<file path="config.mk">
export PLATFORM = sky130hd
export DESIGN_NAME = reversible_lifo_stack_unit
export DESIGN_NICKNAME = d
export VERILOG_FILES = /design/src/hdl/rls_pkg.sv /design/src/hdl/rls_ctrl.sv /design/src/hdl/rls_datapath.sv /design/src/hdl/reversible_lifo_stack_unit.sv
export SDC_FILE = /design/constraint.sdc
export NUM_CORES = 1
export LEC_CHECK = 0
export BUFFER_PORTS_ARGS = -buffer_cell sky130_fd_sc_hd__buf_4
export CELL_PAD_IN_SITES_DETAIL_PLACEMENT = 2
export CELL_PAD_IN_SITES_GLOBAL_PLACEMENT = 2
export CORE_MARGIN = 1
export CORE_UTILIZATION = 45
export DETAILED_ROUTE_END_ITERATION = 8
export PLACE_DENSITY_LB_ADDON = 0.1
export SYNTH_ARGS = -nofsm -noshare
export SYNTH_HDL_FRONTEND = slang
export SYNTH_HIERARCHICAL = 1
export SYNTH_SLANG_ARGS = --single-unit
</file>
<file path="constraint.sdc">
create_clock -name clk -period 23.8 [get_ports clk]
set_clock_uncertainty 0.1 [all_clocks]
set_input_delay 4.76 -clock clk [delete_from_list [all_inputs] [get_ports clk]]
set_output_delay 4.76 -clock clk [all_outputs]
set_load 0.01 [all_outputs]
</file>
<file path="src/hdl/rls_pkg.sv">
// ============================================================================
// rls_pkg
// Shared types and constants for the reversible LIFO stack unit.
// ============================================================================
package rls_pkg;

    // Stack geometry
    localparam int DEPTH  = 8;
    localparam int DATA_W = 32;
    localparam int CNT_W  = $clog2(DEPTH + 1);
    localparam int SH_W   = (DEPTH > 1) ? $clog2(DEPTH) : 1;
    localparam int OCC_W  = 4;
    localparam int OP_W   = 2;
    localparam int STAT_W = 2;

    // Operation codes carried on the input tuser
    typedef enum logic [OP_W-1:0] {
        OP_PUSH    = 2'd0,
        OP_POP     = 2'd1,
        OP_PEEK    = 2'd2,
        OP_REVERSE = 2'd3
    } op_t;

    // Result status codes carried on the output tuser
    typedef enum logic [STAT_W-1:0] {
        ST_OK        = 2'd0,
        ST_OVERFLOW  = 2'd1,
        ST_UNDERFLOW = 2'd2
    } status_t;

    // Controller states: output register empty or holding a result
    typedef enum logic {
        CTRL_IDLE = 1'b0,
        CTRL_HOLD = 1'b1
    } ctrl_state_t;

    // Commands from controller to datapath
    typedef struct packed {
        logic    exec;
        logic    push;
        logic    pop;
        logic    reverse;
        logic    read_top;
        status_t status;
    } rls_cmd_t;

    // Status from datapath to controller
    typedef struct packed {
        logic empty;
        logic full;
    } rls_stat_t;

endpackage

</file>
<file path="src/hdl/rls_ctrl.sv">
// ============================================================================
// rls_ctrl
// Handshake controller: accepts transactions, decodes the operation against
// the stack flags and drives the datapath commands.
// ============================================================================
module rls_ctrl
(
    input  logic               clk,
    input  logic               rst_n,
    input  logic               s_tvalid,
    output logic               s_tready,
    input  logic [rls_pkg::OP_W-1:0] s_op,
    output logic               m_tvalid,
    input  logic               m_tready,
    input  rls_pkg::rls_stat_t stat,
    output rls_pkg::rls_cmd_t  cmd
);
    import rls_pkg::*;

    ctrl_state_t state_reg;
    ctrl_state_t state_next;
    op_t         op;
    logic        accept;

    assign op = op_t'(s_op);

    // State register
    always_ff @(posedge clk or negedge rst_n)
    begin
        if (!rst_n)
        begin
            state_reg <= CTRL_IDLE;
        end
        else
        begin
            state_reg <= state_next;
        end
    end

    // Next state, handshake and command decode
    always_comb
    begin
        s_tready   = (state_reg == CTRL_IDLE) || m_tready;
        m_tvalid   = (state_reg == CTRL_HOLD);
        accept     = s_tvalid && s_tready;
        state_next = state_reg;

        case (state_reg)
            CTRL_IDLE:
            begin
                if (accept)
                begin
                    state_next = CTRL_HOLD;
                end
            end
            CTRL_HOLD:
            begin
                if (!accept && m_tready)
                begin
                    state_next = CTRL_IDLE;
                end
            end
            default:
            begin
                state_next = CTRL_IDLE;
            end
        endcase

        cmd          = '0;
        cmd.exec     = accept;
        cmd.status   = ST_OK;
        case (op)
            OP_PUSH:
            begin
                if (stat.full)
                begin
                    cmd.status = ST_OVERFLOW;
                end
                else
                begin
                    cmd.push = accept;
                end
            end
            OP_POP:
            begin
                if (stat.empty)
                begin
                    cmd.status = ST_UNDERFLOW;
                end
                else
                begin
                    cmd.pop      = accept;
                    cmd.read_top = 1'b1;
                end
            end
            OP_PEEK:
            begin
                if (stat.empty)
                begin
                    cmd.status = ST_UNDERFLOW;
                end
                else
                begin
                    cmd.read_top = 1'b1;
                end
            end
            default:
            begin
                cmd.reverse = accept;
            end
        endcase
    end

endmodule

</file>
<file path="src/hdl/rls_datapath.sv">
// ============================================================================
// rls_datapath
// Shift-register stack with top at entry zero, a mirror-and-shift network
// for reversal, and the result register.
// ============================================================================
module rls_datapath
(
    input  logic                        clk,
    input  logic                        rst_n,
    input  rls_pkg::rls_cmd_t           cmd,
    input  logic [rls_pkg::DATA_W-1:0]  push_value,
    output rls_pkg::rls_stat_t          stat,
    output logic [rls_pkg::DATA_W-1:0]  read_value,
    output logic [rls_pkg::STAT_W-1:0]  status,
    output logic [rls_pkg::OCC_W-1:0]   occupancy
);
    import rls_pkg::*;

    logic [DATA_W-1:0] entries_reg  [DEPTH];
    logic [DATA_W-1:0] entries_next [DEPTH];
    logic [DATA_W-1:0] mirror       [DEPTH];
    logic [DATA_W-1:0] stage        [SH_W+1][DEPTH];
    logic [CNT_W-1:0]  count_reg;
    logic [CNT_W-1:0]  count_next;
    logic [SH_W-1:0]   shift_amt;
    logic [DATA_W-1:0] read_reg;
    logic [STAT_W-1:0] status_reg;
    logic [OCC_W-1:0]  occ_reg;

    // Stack flags
    assign stat.empty = (count_reg == '0);
    assign stat.full  = (count_reg == CNT_W'(DEPTH));

    // Reversal: mirror the whole array, then shift up by the unused depth
    assign shift_amt = SH_W'(CNT_W'(DEPTH) - count_reg);

    always_comb
    begin
        for (int i = 0; i < DEPTH; i++)
        begin
            mirror[i]   = entries_reg[DEPTH-1-i];
            stage[0][i] = mirror[i];
        end
        for (int k = 0; k < SH_W; k++)
        begin
            for (int i = 0; i < DEPTH; i++)
            begin
                if (!shift_amt[k])
                begin
                    stage[k+1][i] = stage[k][i];
                end
                else if (i + (1 << k) < DEPTH)
                begin
                    stage[k+1][i] = stage[k][i + (1 << k)];
                end
                else
                begin
                    stage[k+1][i] = '0;
                end
            end
        end
    end

    // Next stack contents and count
    always_comb
    begin
        count_next = count_reg;
        for (int i = 0; i < DEPTH; i++)
        begin
            entries_next[i] = entries_reg[i];
        end
        if (cmd.push)
        begin
            entries_next[0] = push_value;
            for (int i = 1; i < DEPTH; i++)
            begin
                entries_next[i] = entries_reg[i-1];
            end
            count_next = count_reg + 1'b1;
        end
        else if (cmd.pop)
        begin
            for (int i = 0; i < DEPTH - 1; i++)
            begin
                entries_next[i] = entries_reg[i+1];
            end
            count_next = count_reg - 1'b1;
        end
        else if (cmd.reverse && (count_reg > CNT_W'(1)))
        begin
            for (int i = 0; i < DEPTH; i++)
            begin
                entries_next[i] = stage[SH_W][i];
            end
        end
    end

    // Stack storage
    always_ff @(posedge clk)
    begin
        for (int i = 0; i < DEPTH; i++)
        begin
            entries_reg[i] <= entries_next[i];
        end
    end

    // Occupancy count
    always_ff @(posedge clk or negedge rst_n)
    begin
        if (!rst_n)
        begin
            count_reg <= '0;
        end
        else
        begin
            count_reg <= count_next;
        end
    end

    // Result register: load on each accepted transaction
    always_ff @(posedge clk)
    begin
        if (cmd.exec)
        begin
            read_reg   <= cmd.read_top ? entries_reg[0] : '0;
            status_reg <= cmd.status;
            occ_reg    <= OCC_W'(count_next);
        end
    end

    assign read_value = read_reg;
    assign status     = status_reg;
    assign occupancy  = occ_reg;

endmodule

</file>
<file path="src/hdl/reversible_lifo_stack_unit.sv">
// ============================================================================
// reversible_lifo_stack_unit
// LIFO stack of signed words with push, pop, peek and reverse operations.
// ============================================================================
// Output: each result is registered and appears in the cycle after its input transaction is accepted.
// Throughput: one transaction per cycle while the output is empty or accepted;
//   every stack update is a parallel shift or mirror of the register stack.
// Reset: the stack count clears to zero and the output goes empty; stack words
//   are not cleared and are only read once written.
module reversible_lifo_stack_unit
(
    input  logic        clk,
    input  logic        rst_n,
    // Input channel
    input  logic        s_tvalid,
    output logic        s_tready,
    input  logic [31:0] s_tdata,   // [31:0] push_value
    input  logic [1:0]  s_tuser,   // [1:0] func
    // Output channel
    output logic        m_tvalid,
    input  logic        m_tready,
    output logic [39:0] m_tdata,   // [31:0] read_value, [35:32] occupancy, zero pad
    output logic [1:0]  m_tuser    // [1:0] status
);
    import rls_pkg::*;

    rls_cmd_t          cmd;
    rls_stat_t         stat;
    logic [DATA_W-1:0] read_value;
    logic [STAT_W-1:0] status;
    logic [OCC_W-1:0]  occupancy;

    // Controller
    rls_ctrl u_ctrl
    (
        .clk      (clk),
        .rst_n    (rst_n),
        .s_tvalid (s_tvalid),
        .s_tready (s_tready),
        .s_op     (s_tuser),
        .m_tvalid (m_tvalid),
        .m_tready (m_tready),
        .stat     (stat),
        .cmd      (cmd)
    );

    // Datapath
    rls_datapath u_datapath
    (
        .clk        (clk),
        .rst_n      (rst_n),
        .cmd        (cmd),
        .push_value (s_tdata),
        .stat       (stat),
        .read_value (read_value),
        .status     (status),
        .occupancy  (occupancy)
    );

    // Pack result fields
    assign m_tdata = {4'b0000, occupancy, read_value};
    assign m_tuser = status;

endmodule
</file>
==> results of run 1 <==
[through the flow]
stage	cell area (sq um)	hold WS, ns
finish	20600	0.438
global route	20600	0.465
CTS	20600	0.438
detailed placement	19400	0.425
global placement	19400	0.429
floorplan	18700	0.392
[worst max path at each step]
| stage | slack, ns | cells past startpoint | end | start |
|---|---|---|---|---|
| after floorplan | 12.70 | 6 | u_datapath/entries_reg[0][0] | s_tuser[0] |
| after global placement | 13.77 | 3 | s_tready | m_tready |
| after detailed placement | 13.77 | 3 | s_tready | m_tready |
| after CTS | 13.77 | 3 | s_tready | m_tready |
| after global routing | 13.76 | 3 | s_tready | m_tready |
| final | 13.77 | 3 | s_tready | m_tready |
[layout by cell type (no fill, tap or decap), types with 2 or more instances in the layout]
master	count
xnor2_1	2
nand4_1	2
o221ai_1	102
a21oi_1	3
and2_1	33
nor2_1	2
o21ai_2	2
o21ai_0	66
nand2_4	2
bufinv_16	2
mux2i_1	160
clkinv_1	7
clkbuf_16	39
mux2_2	160
nand2_1	5
edfxtp_1	294
nor2b_4	3
conb_1	4
mux4_2	32
nand2b_4	2
ha_1	6
o21ai_1	29
inv_1	68
buf_4	100
clkinv_2	5
a22oi_1	253
a22o_1	32
dfrtp_1	4
clkbuf_1	11
o221ai_2	26
and3b_1	3
[cell families after synthesis]
family,Yosys count,share of synthesized area (%)
fa+ha+maj,7,0.468
flops,299,47.9
simple gates,64,2.25
compound gates,517,21.4
mux,352,22.1
other cells,1,0.0201
xor+xnor,4,0.288
buf+inv,222,5.63
[power by group through the flow]
stage          sequential [mW]  combinational, mW  clock, mW
3_5_place_dp              1.07               1.80          0
2_1_floorplan            0.998               1.41          0
5_1_grt                   1.09               1.94      0.587
4_1_cts                   1.06               1.81      0.569
3_3_place_gp              1.06               1.73          0
6_report                  1.07               1.81      0.556
[routing by layer]
layer	vias to the layer above	global-route usage (%)
met5	-	0
met4	0	7.88
met3	95	3.41
met2	358	45.5
met1	7262	38.1
li1	6024	-
[cell type report]
cell class              instances  area [sq um]  share of cell area, %
clock inverters                15           120                  0.583
inverters                      69           262                   1.27
clock buffers                  51          1030                   5.01
multi-input cells             948          8780                   42.7
well taps                     532           666                   3.23
repair buffers                101           771                   3.74
flip-flops and latches        299          8960                   43.5
diodes                          1          2.50                 0.0122
==> flow_metrics.tcl, run 1 <==
set metrics [dict create \
    status "finished, final reports clean" \
    r2r_cells 9 \
    post_cts_buffers 0 \
    r2r-start "u_datapath/count_reg[0]" \
    nets 1502 \
    first_pass_iters 6 \
    min-delay-path-class "register to register" \
    chipWidth_um 206 \
    rrSetupSlack_ns 18.28 \
    vdd_drop_max_v 0.0000938 \
    drc 0 \
    async_flop_share_pct 1.67 \
    ys_types 45 \
    vias 13739 \
    grt_overflow 0 \
    post-route-min-period_ns 10.03 \
    synth_top_area_share_pct 47.2 \
    synth_warnings 6 \
    grt_use_total_pct 27.6 \
    cts-hold-fix-buffers 0 \
    wl_per_cell_um 28.8 \
    die-area_sq_mm 0.0424 \
    largest_register_ffs 256 \
    avgSynthCellArea_sq_um 12.8 \
    clockPowerShare_pct 16.2 \
    ant_nets 0 \
    synth-main-ff-cell "edfxtp_1" \
    dp_hpwl_um 31800 \
    rsz0062_at_grt "false" \
    synth_most_common_cell "edfxtp_1" \
    clkLatencyLatePin_ns 0.56 \
    fill_cells 3955 \
    final_cells 2016 \
    hp-start "u_datapath/count_reg[3]" \
    drv_cap 0 \
    worst-path-max-fanout 6 \
    p_total_mw 3.43 \
    finalHoldViolCount 0 \
    io_pins 82 \
    core_area_sq_mm 0.0409 \
    power.density_mw_per_mm2 167 \
    grt_pass1_vias 14686 \
    synth_area_leaders "edfxtp_1, a22oi_1, mux2_2" \
    p_sw_share_pct 42.7 \
    grt_start_max_net_pins 196 \
    synth_edf_count 294 \
    routabilityCongestion 0.749 \
    timing.rr.end "u_datapath/entries_reg[0][51]" \
    slew_viol_final 0 \
    fin_crit_sh_pct 42.1 \
    met2_length_um 28200 \
    cp.arrival_ns 5.17 \
    h-tree-depth 2 \
    layout-drive-gt1-share_pct 26.2 \
    setup.worst_path.end_class "output port" \
    start_util_pct 45.7 \
    crit_chain "buf_4, nand2b_4, buf_4" \
    seqPwrFrac_pct 31.1 \
    max_freq_ghz 0.0997 \
    critPathTopFamily "buffers and inverters" \
    areaGrowthSynthToFinish_pct 10.1 \
    tns_ns 0 \
    p_leak_nw 7.17 \
    drt_wl_total_um 58100 \
    rows 74 \
    cpMostUsedCell "buf_4" \
    dp_cells 1949 \
    cts_tree "yes" \
    die_h_um 206 \
    place_ws_ns 13.77 \
    yosysSeqAreaShare_pct 47.9 \
    crit_slowest_cell "nand2b_4" \
    ys_seq_elements 299 \
    routed-wl-met3_um 2410 \
    cts.path.max_buffers 3 \
    top_layer "met4" \
    clk_pin_slew_ns 0.06 \
    worstHoldEndpoint "u_datapath/count_reg[3]" \
    slowest_delay_ns 0.15 \
    cts_sinks 299 \
    power_switching_mw 1.46 \
    p_comb_share_pct 52.7 \
    fin_ws_ns 13.77 \
    cts_root_buf "clkbuf_16" \
    portBuffers 77 \
    vias_per_cell 6.81 \
    synthTopCellsByCount "edfxtp_1, a22oi_1, mux2_2, mux2i_1, o221ai_1" \
    grt_pass1_wl_um 90700 \
    worst_setup_path_start_kind "input port" \
    critical_path_class "input port to output port" \
    syn_inst 1466 \
    internal-power_mw 1.97 \
    numCtsBuffers 38 \
    antenna_found_initial 1 \
    tightest_slew_ns 1.21 \
    met1Wirelength_um 26200 \
    critical_path_required_ns 18.94 \
    yosysTopAreaCell "edfxtp_1" \
    relSlewSlack_pct 19.1 \
    synth_area_sq_mm 0.0187 \
    hold_depth 1 \
    path_buf_inv 2 \
    final_util_pct 50.3 \
    cts_resized 0 \
    drtIter0Drc 1081 \
    setup_viol 0 \
]
(Power assumes the default switching activity.)
==> inputs of run 2 (changes only) <==
--- a/config.mk
+++ b/config.mk
@@ -5,11 +5,12 @@
 export SDC_FILE = /design/constraint.sdc
 export NUM_CORES = 1
 export LEC_CHECK = 0
+export ABC_AREA = 1
 export BUFFER_PORTS_ARGS = -buffer_cell sky130_fd_sc_hd__buf_4
 export CELL_PAD_IN_SITES_DETAIL_PLACEMENT = 2
 export CELL_PAD_IN_SITES_GLOBAL_PLACEMENT = 2
 export CORE_MARGIN = 1
-export CORE_UTILIZATION = 45
+export CORE_UTILIZATION = 32
 export DETAILED_ROUTE_END_ITERATION = 8
 export PLACE_DENSITY_LB_ADDON = 0.1
 export SYNTH_ARGS = -nofsm -noshare
==> constraint.sdc (replaced) <==
create_clock -name clk -period 9.2 [get_ports clk]
set_clock_uncertainty 0.1 [all_clocks]
set_input_delay 1.84 -clock clk [delete_from_list [all_inputs] [get_ports clk]]
set_output_delay 1.84 -clock clk [all_outputs]
set_load 0.01 [all_outputs]
==> flow_metrics.tcl, run 2 <==
set metrics [dict create \
    vias 20856 \
    portBuffers 77 \
    start_util_pct 32.4 \
    final_common_cell "nand2_1" \
    first_pass_iters 5 \
    finalHoldViolCount 0 \
    slew_viol_final 0 \
    grt_overflow 0 \
    antennaDiodeCount 0 \
    mostFrequentLayoutCells "nand2_1, nand3_1, inv_1, edfxtp_1, o22ai_1" \
    drtIter0Drc 927 \
    critical_path_required_ns 9.51 \
    max_freq_ghz 0.198 \
    async_flop_share_pct 1.67 \
    rsz0062_at_grt "false" \
    routabilityCongestion 0.776 \
    power.density_mw_per_mm2 418 \
    clkLatencyLatePin_ns 0.57 \
    yosysSeqAreaShare_pct 42.9 \
    synth_top_area_share_pct 42.3 \
    cts-hold-fix-buffers 0 \
    post-route-min-period_ns 5.06 \
    areaGrowthSynthToFinish_pct 10.8 \
    synth_area_sq_mm 0.0209 \
    dp_hpwl_um 46600 \
    grt_use_total_pct 24.1 \
    rows 93 \
    yosysTopAreaCell "edfxtp_1" \
    antenna_found_initial 0 \
    synth_edf_count 294 \
    largest_register_ffs 256 \
    cts.path.max_buffers 3 \
    synth-main-ff-cell "edfxtp_1" \
    synth_area_leaders "edfxtp_1, nand2_1, nand3_1" \
    die-area_sq_mm 0.0662 \
    post_cts_buffers 0 \
    p_leak_nw 10.9 \
    status "finished, final reports clean" \
    rrSetupSlack_ns 4.14 \
    core_area_sq_mm 0.0645 \
    tns_ns 0 \
    place_ws_ns 3.86 \
    syn_inst 3106 \
    wl_per_cell_um 20.3 \
    drc 0 \
    synthTopCellsByCount "nand2_1, nand3_1, inv_1, edfxtp_1, o22ai_1" \
    cts_root_buf "clkbuf_16" \
    ant_nets 0 \
    p_total_mw 9.66 \
    worst_setup_path_start_kind "register" \
    h-tree-depth 2 \
    synth_most_common_cell "nand2_1" \
    drv_cap 0 \
    grt_pass1_vias 22990 \
    cp.arrival_ns 5.37 \
    tightest_slew_ns 1.20 \
    relSlewSlack_pct 20.0 \
    numCtsBuffers 41 \
    fin_ws_ns 4.14 \
    fill_cells 7868 \
    grt_start_max_net_pins 186 \
    io_pins 82 \
    setup_viol 0 \
    vias_per_cell 5.31 \
    setup.worst_path.end_class "register" \
    min-delay-path-class "register to register" \
    fin_crit_sh_pct 55.0 \
    die_h_um 257 \
    cts_resized 0 \
    worst-path-max-fanout 133 \
    cts_tree "yes" \
    synth_warnings 6 \
    clk_pin_slew_ns 0.06 \
    cts_sinks 299 \
    chipWidth_um 257 \
    avgSynthCellArea_sq_um 6.72 \
    ys_types 24 \
    vdd_drop_max_v 0.000379 \
    layout-drive-gt1-share_pct 5.82 \
    grt_pass1_wl_um 128000 \
    nets 3093 \
    ys_seq_elements 299 \
    drt_wl_total_um 79700 \
    critical_path_class "register to register" \
]
## run 2: changes by cell type in the layout (fill, tap and decap cells not counted), sizes merged, moves of 62 or more
cell    previous run  this run
o21ai             97        35
o221ai           128         0
nor2               3       106
inv               70       407
mux2             160         0
nand3              2       610
o22ai              0       129
mux2i            160         0
nand2              7      1300
a22oi            253         1
## run 2: kinds of logic (layout without fill, tap and decap cells)
logic type	after synthesis	in the layout	synth area share, %
AO/OA/AOI/OAI	166	166	4.82
XOR/XNOR	1	1	0.0420
adder cells (fa/ha/maj)	7	7	0.420
buffers and inverters	614	579	11.6
flip-flops	299	299	42.9
other	1	4	0.0180
AND/OR/NAND/NOR	2018	2018	40.2
## run 2: power breakdown
| part | leakage [nW] | total (mW) | internal (mW) | switching [mW] |
|---|---|---|---|---|
| combinational | 7.41 | 5.69 | 1.56 | 4.13 |
| clock | 0.592 | 1.50 | 0.865 | 0.638 |
| sequential | 2.86 | 2.47 | 2.22 | 0.252 |
## run 2: final cells by class
| class | count | area, sq um | area share, % |
|---|---|---|---|
| Clock buffer | 49 | 1060 | 4.57 |
| Clock inverter | 20 | 139 | 0.600 |
| Inverter | 407 | 1550 | 6.69 |
| Multi-Input combinational cell | 2196 | 9550 | 41.3 |
| Sequential cell | 299 | 8960 | 38.7 |
| Tap cell | 855 | 1070 | 4.62 |
| Timing Repair Buffer | 103 | 811 | 3.50 |
## run 2: routing by layer
metal / up-vias / global-route usage [%] / part of all wire [%]
met5: - / 0 / 0
met4: 0 / 5.87 / 1.8
met3: 88 / 2.14 / 2.5
met2: 247 / 43.3 / 50
met1: 10651 / 31.0 / 46
li1: 9870 / - / -
## run 2: worst paths after layout
check,from,end,cells past startpoint
setup / recovery,u_datapath/count_reg[0],u_datapath/entries_reg[0][89],14
hold / removal,u_ctrl/m_tvalid,u_ctrl/m_tvalid,2
setup reg to reg,u_datapath/count_reg[0],u_datapath/entries_reg[0][89],14
hold reg to reg,u_ctrl/m_tvalid,u_ctrl/m_tvalid,2
max in group asynchronous,rst_n,u_datapath/count_reg[0],1
min in group asynchronous,rst_n,u_datapath/count_reg[0],1
## run 2: through the flow
step	hold WS [ns]	std cells	area (sq um)	util, %
2_1_floorplan	0.433	3109	20900	-
3_3_place_gp	0.431	3860	21900	34.0
3_5_place_dp	0.446	3860	21900	34.0
4_1_cts	0.458	3929	23100	35.9
5_1_grt	0.493	3929	23100	35.9
6_report	0.447	3929	23100	35.9
## run 2: critical path, stage by stage (launching register included)
cell	delay, ns
dfrtp_4	0.70
inv_8	0.65
ha_1	0.31
nand2_2	0.13
nor2_1	0.27
inv_1	0.07
nand2_1	0.08
nor2_2	0.09
nor2_4	0.22
nand3_2	0.09
buf_4	0.36
inv_4	0.51
buf_4	0.80
nand2_1	0.15
nand3_1	0.14
